===== config.mk =====
export PLATFORM = sky130hd
export DESIGN_NAME = asis_ram
export DESIGN_NICKNAME = d
export VERILOG_FILES = /design/src/design/asis_ram.sv
export SDC_FILE = /design/constraint.sdc
export NUM_CORES = 1
export LEC_CHECK = 0
export CORE_MARGIN = 4
export CORE_UTILIZATION = 40
export CTS_BUF_LIST = sky130_fd_sc_hd__clkbuf_8
export DETAILED_ROUTE_END_ITERATION = 12
export DONT_BUFFER_PORTS = 1
export PLACE_DENSITY_LB_ADDON = 0.2
export SETUP_SLACK_MARGIN = 0.5
export SKIP_LAST_GASP = 1
export SYNTH_ARGS = -nofsm -noshare
export SYNTH_HDL_FRONTEND = slang
export SYNTH_SLANG_ARGS = --single-unit

===== constraint.sdc =====
create_clock -name clk -period 5.11 [get_ports clk]
set_clock_uncertainty 0.15 [all_clocks]
set_input_delay 0.2555 -clock clk [delete_from_list [all_inputs] [get_ports clk]]
set_output_delay 0.2555 -clock clk [all_outputs]
set_load 0.02 [all_outputs]

===== src/design/asis_ram.sv =====
module asis_ram #(
	parameter int WIDTH = 32,
	parameter int DEPTH = 16
) (
	input  logic                     clk,
	input  logic                     we,
	input  logic [$clog2(DEPTH)-1:0] waddr,
	input  logic [WIDTH-1:0]         wdata,
	input  logic                     re,
	input  logic [$clog2(DEPTH)-1:0] raddr,
	output logic [WIDTH-1:0]         rdata
);

	logic [WIDTH-1:0] mem [DEPTH];

	always_ff @(posedge clk) begin
		if (we) begin
			mem[waddr] <= wdata;
		end
		if (re) begin
			rdata <= mem[raddr];
		end
	end

endmodule


==> metrics.md <==
| Metric | Value |
|---|---|
| Final total power | 8.97 mW |
| Switching Fraction | 21.6% |
| Total length of routed wires | 44200 um |
| Post-route ant nets | 0 |
| Fraction of final layout cells with drive strength greater than 1 | 27.1% |
| Syn. warnings | 0 |
| DPL Wire Length | 20100 um |
| Largest net degree at the start of global routing | 129 |
| Kind of capture point of the worst setup path | flop |
| Worst r2r src | mem[13][18]$_DFFE_PP_ |
| Worst setup startpoint | mem[13][18]$_DFFE_PP_ |
| Number of vias after detailed routing | 9123 |
| Wire length of the first global-routing pass | 66000 um |
| Top fanout value on the critical path | 1 |
| Count of buffers inserted at the top-level ports | 0 |
| Sw Pwr | 1.94 mW |
| Worst Max-Slew Pin Slew | 1.24 ns |
| Number of instances in the synthesized netlist | 838 |
| Initial standard-cell utilization of the core | 40.4% |
| Max-slew violation count | 0 |
| Crit path required time | 5.33 ns |
| TritonCTS Sinks | 544 |
| Classification of the worst setup path | reg -> reg |
| Flop and latch count out of synthesis | 544 |
| Placeable core region | 50000 um2 |
| Clock buffers created by TritonCTS | 87 |
| Via density per instance | 5.39 |
| Num ports | 75 |
| VDD IR-drop max | 0.218 mV |
| Area of placed instances | 21100 um2 |
| Setup TNS after final layout | 0 ns |
| Number of max-cap violations | 0 |
| Comb power frac | 4.7% |
| Source-to-sink clock delay at the later pin of the worst-skew pair | 0.63 ns |
| Final critical-path required period | 3.12 ns |
| DRC errors left | 0 |
| Maximum level of the CTS H-tree | 3 |
| Finished layout cell area | 23300 um2 |
| Grt total ovfl | 0 |
| Worst hold-check path type | in -> reg |
| Area of the mapped netlist | 20200 um2 |
| Sequential group share of total power | 56.8% |
| Via count of the first global-routing pass | 9812 |
| Overall track demand over capacity in global routing | 16.7% |
| Antenna violations before repair | 3 |
| Final setup slack of the worst path | 1.99 ns |
| Final Hold Violating Endpoints | 0 |
| Register area share after synthesis | 81.0% |
| Count of final setup violators | 0 |
| Height of the die | 233 um |
| Cell count of the worst reg-to-reg path | 6 |
| Number of buffers added for setup after CTS | 0 |
| Fillers | 4154 |
| Power Density | 386 nW/um2 |
| Clock root buffer | clkbuf_8 |
| Unrepaired setup endpoints after global routing | false |
| Post-Place Worst Slack | 2.88 ns |
| Syn Nets | 881 |
| DRT Pass-1 Iters | 8 |
| End of the worst register-to-register path | rdata[18]$_DFFE_PP_ |
| Final core utilization | 46.5% |
| Maximum clock frequency | 0.321 GHz |
| Run status | finished, final reports clean |
| CTS tree | yes |
| Internal | 7.03 mW |
| Arrival time at the worst endpoint | 3.34 ns |
| Count of nets after finishing | 997 |
| GP Congestion | 0.693 |
| Die area | 54100 um2 |
| Startpoint of the tightest hold check path | waddr[1] |
| Number of rows created at floorplan | 82 |
| Routed length per instance | 26.1 um |
| Worst setup path endpoint | rdata[18]$_DFFE_PP_ |
| Die Width | 233 um |
| Share of the clock period used by the worst path | 61.0% |
| Max-slew headroom at the worst pin | 17.4% |
| Area overhead of the layout relative to synthesis | 15.3% |
| Clock network fraction of design power | 38.6% |
| Number of DRC markers in iteration 0 | 881 |
| Distinct cell type count after synthesis | 17 |
| Maximum count of clock buffers along a single path | 3 |
| Cell leakage power | 7.34 nW |
| Syn Area/Cell | 24.1 um2 |
| Worst reg2reg setup slack | 1.99 ns |
| CTS clk-pin slew, worst paths | 0.06 ns |
| Critical path launch point type | flop |
==> state kept, by name (all words and copies together) (netlist names) <==
signal / cells
mem: 512
rdata: 32
==> cells by family (layout without fill, tap and decap cells) <==
logic type	after synthesis	after routing	share of synthesized area (%)
AOI/OAI and AO/OA	64	64	2.38
buffers and inverters	43	222	1.10
DFF	544	544	81.0
muxes	128	128	14.3
other	0	3	0
and+or+nand+nor	59	59	1.25
==> power by group through the flow <==
stage	sequential, mW	combinational [mW]	clock, mW
2_1_floorplan	5.17	0.240	0
3_3_place_gp	5.18	0.262	0
3_5_place_dp	5.19	0.264	0
4_1_cts	5.09	0.428	3.56
5_1_grt	5.10	0.456	3.76
6_report	5.09	0.418	3.46
==> cell type report <==
class / instances / area [um2] / area share (%)
multi-input combinational: 251 / 3750 / 16.1
timing repair buffer: 70 / 728 / 3.13
sequential: 544 / 16300 / 70.2
clock buffer: 89 / 1220 / 5.27
clock inverter: 63 / 368 / 1.58
antenna: 3 / 7.51 / 0.0323
tap: 672 / 841 / 3.62
==> placed cells by master (no fill, tap or decap) <==
cell,n
diode_2,3
mux4_2,128
nand3_1,1
nor2_4,13
clkinv_2,10
bufinv_16,4
edfxtp_1,544
or3b_2,1
nor3_2,4
nand2b_1,2
nand3b_1,2
inv_6,2
clkinvlp_4,1
buf_4,17
a22oi_1,64
dlygate4sd3_1,49
inv_1,27
buf_16,4
nor2b_4,2
clkbuf_8,89
nand2_1,33
and2_2,1
clkinv_1,19
==> layer usage <==
layer	share of wire (%)	global-route usage, %
met1	48	25.6
met2	45	24.5
met3	5.2	3.83
met5	0	0
met4	1.8	4.05
==> cells in the mapped netlist <==
cell type	number	area [um2]
edfxtp_1	544	16300
mux4_2	128	2880
a22oi_1	64	480
nand2_1	33	124
clkbuf_1	17	63.8
nor2_1	13	48.8
buf_4	11	82.6
buf_1	9	33.8
buf_2	4	20.0
nor3_1	4	20.0
buf_6	2	22.5
nand2b_1	2	12.5
nand3b_1	2	15.0
nor2b_1	2	12.5
and2_1	1	6.26
nand3_1	1	5.00
or3b_2	1	8.76
==> worst min path at each step <==
stage	to	slack (ns)	cells past startpoint
2_1_floorplan	mem[0][0]$_DFFE_PP_	0.20	0
3_3_place_gp	mem[10][17]$_DFFE_PP_	0.21	0
3_5_place_dp	mem[11][17]$_DFFE_PP_	0.21	0
4_1_cts	mem[4][11]$_DFFE_PP_	0.02	2
5_1_grt	mem[4][22]$_DFFE_PP_	0.04	2
6_report	mem[4][22]$_DFFE_PP_	0.07	2
==> through the flow <==
step                      cells  hold slack [ns]
final                      1692           0.0690
after floorplan             838            0.204
after global placement     1484            0.205
after detailed placement   1484            0.205
after global routing       1691           0.0433
after CTS                  1689           0.0227
==> worst max-delay path, stage by stage, from the launching register on <==
cell,delay (ns)
edfxtp_1,0.39
mux4_2,0.45
dlygate4sd3_1,0.58
a22oi_1,0.13
dlygate4sd3_1,0.58
nand2_1,0.05
dlygate4sd3_1,0.55
==> timing repair <==
item                                    in CTS  in global routing
endpoints found under the hold margin      597                  0
gates resized for setup                      0                  0
hold buffers                                53                  0
endpoints found under the setup margin       0                  0
No activity file was read; power rests on OpenSTA's default activity.
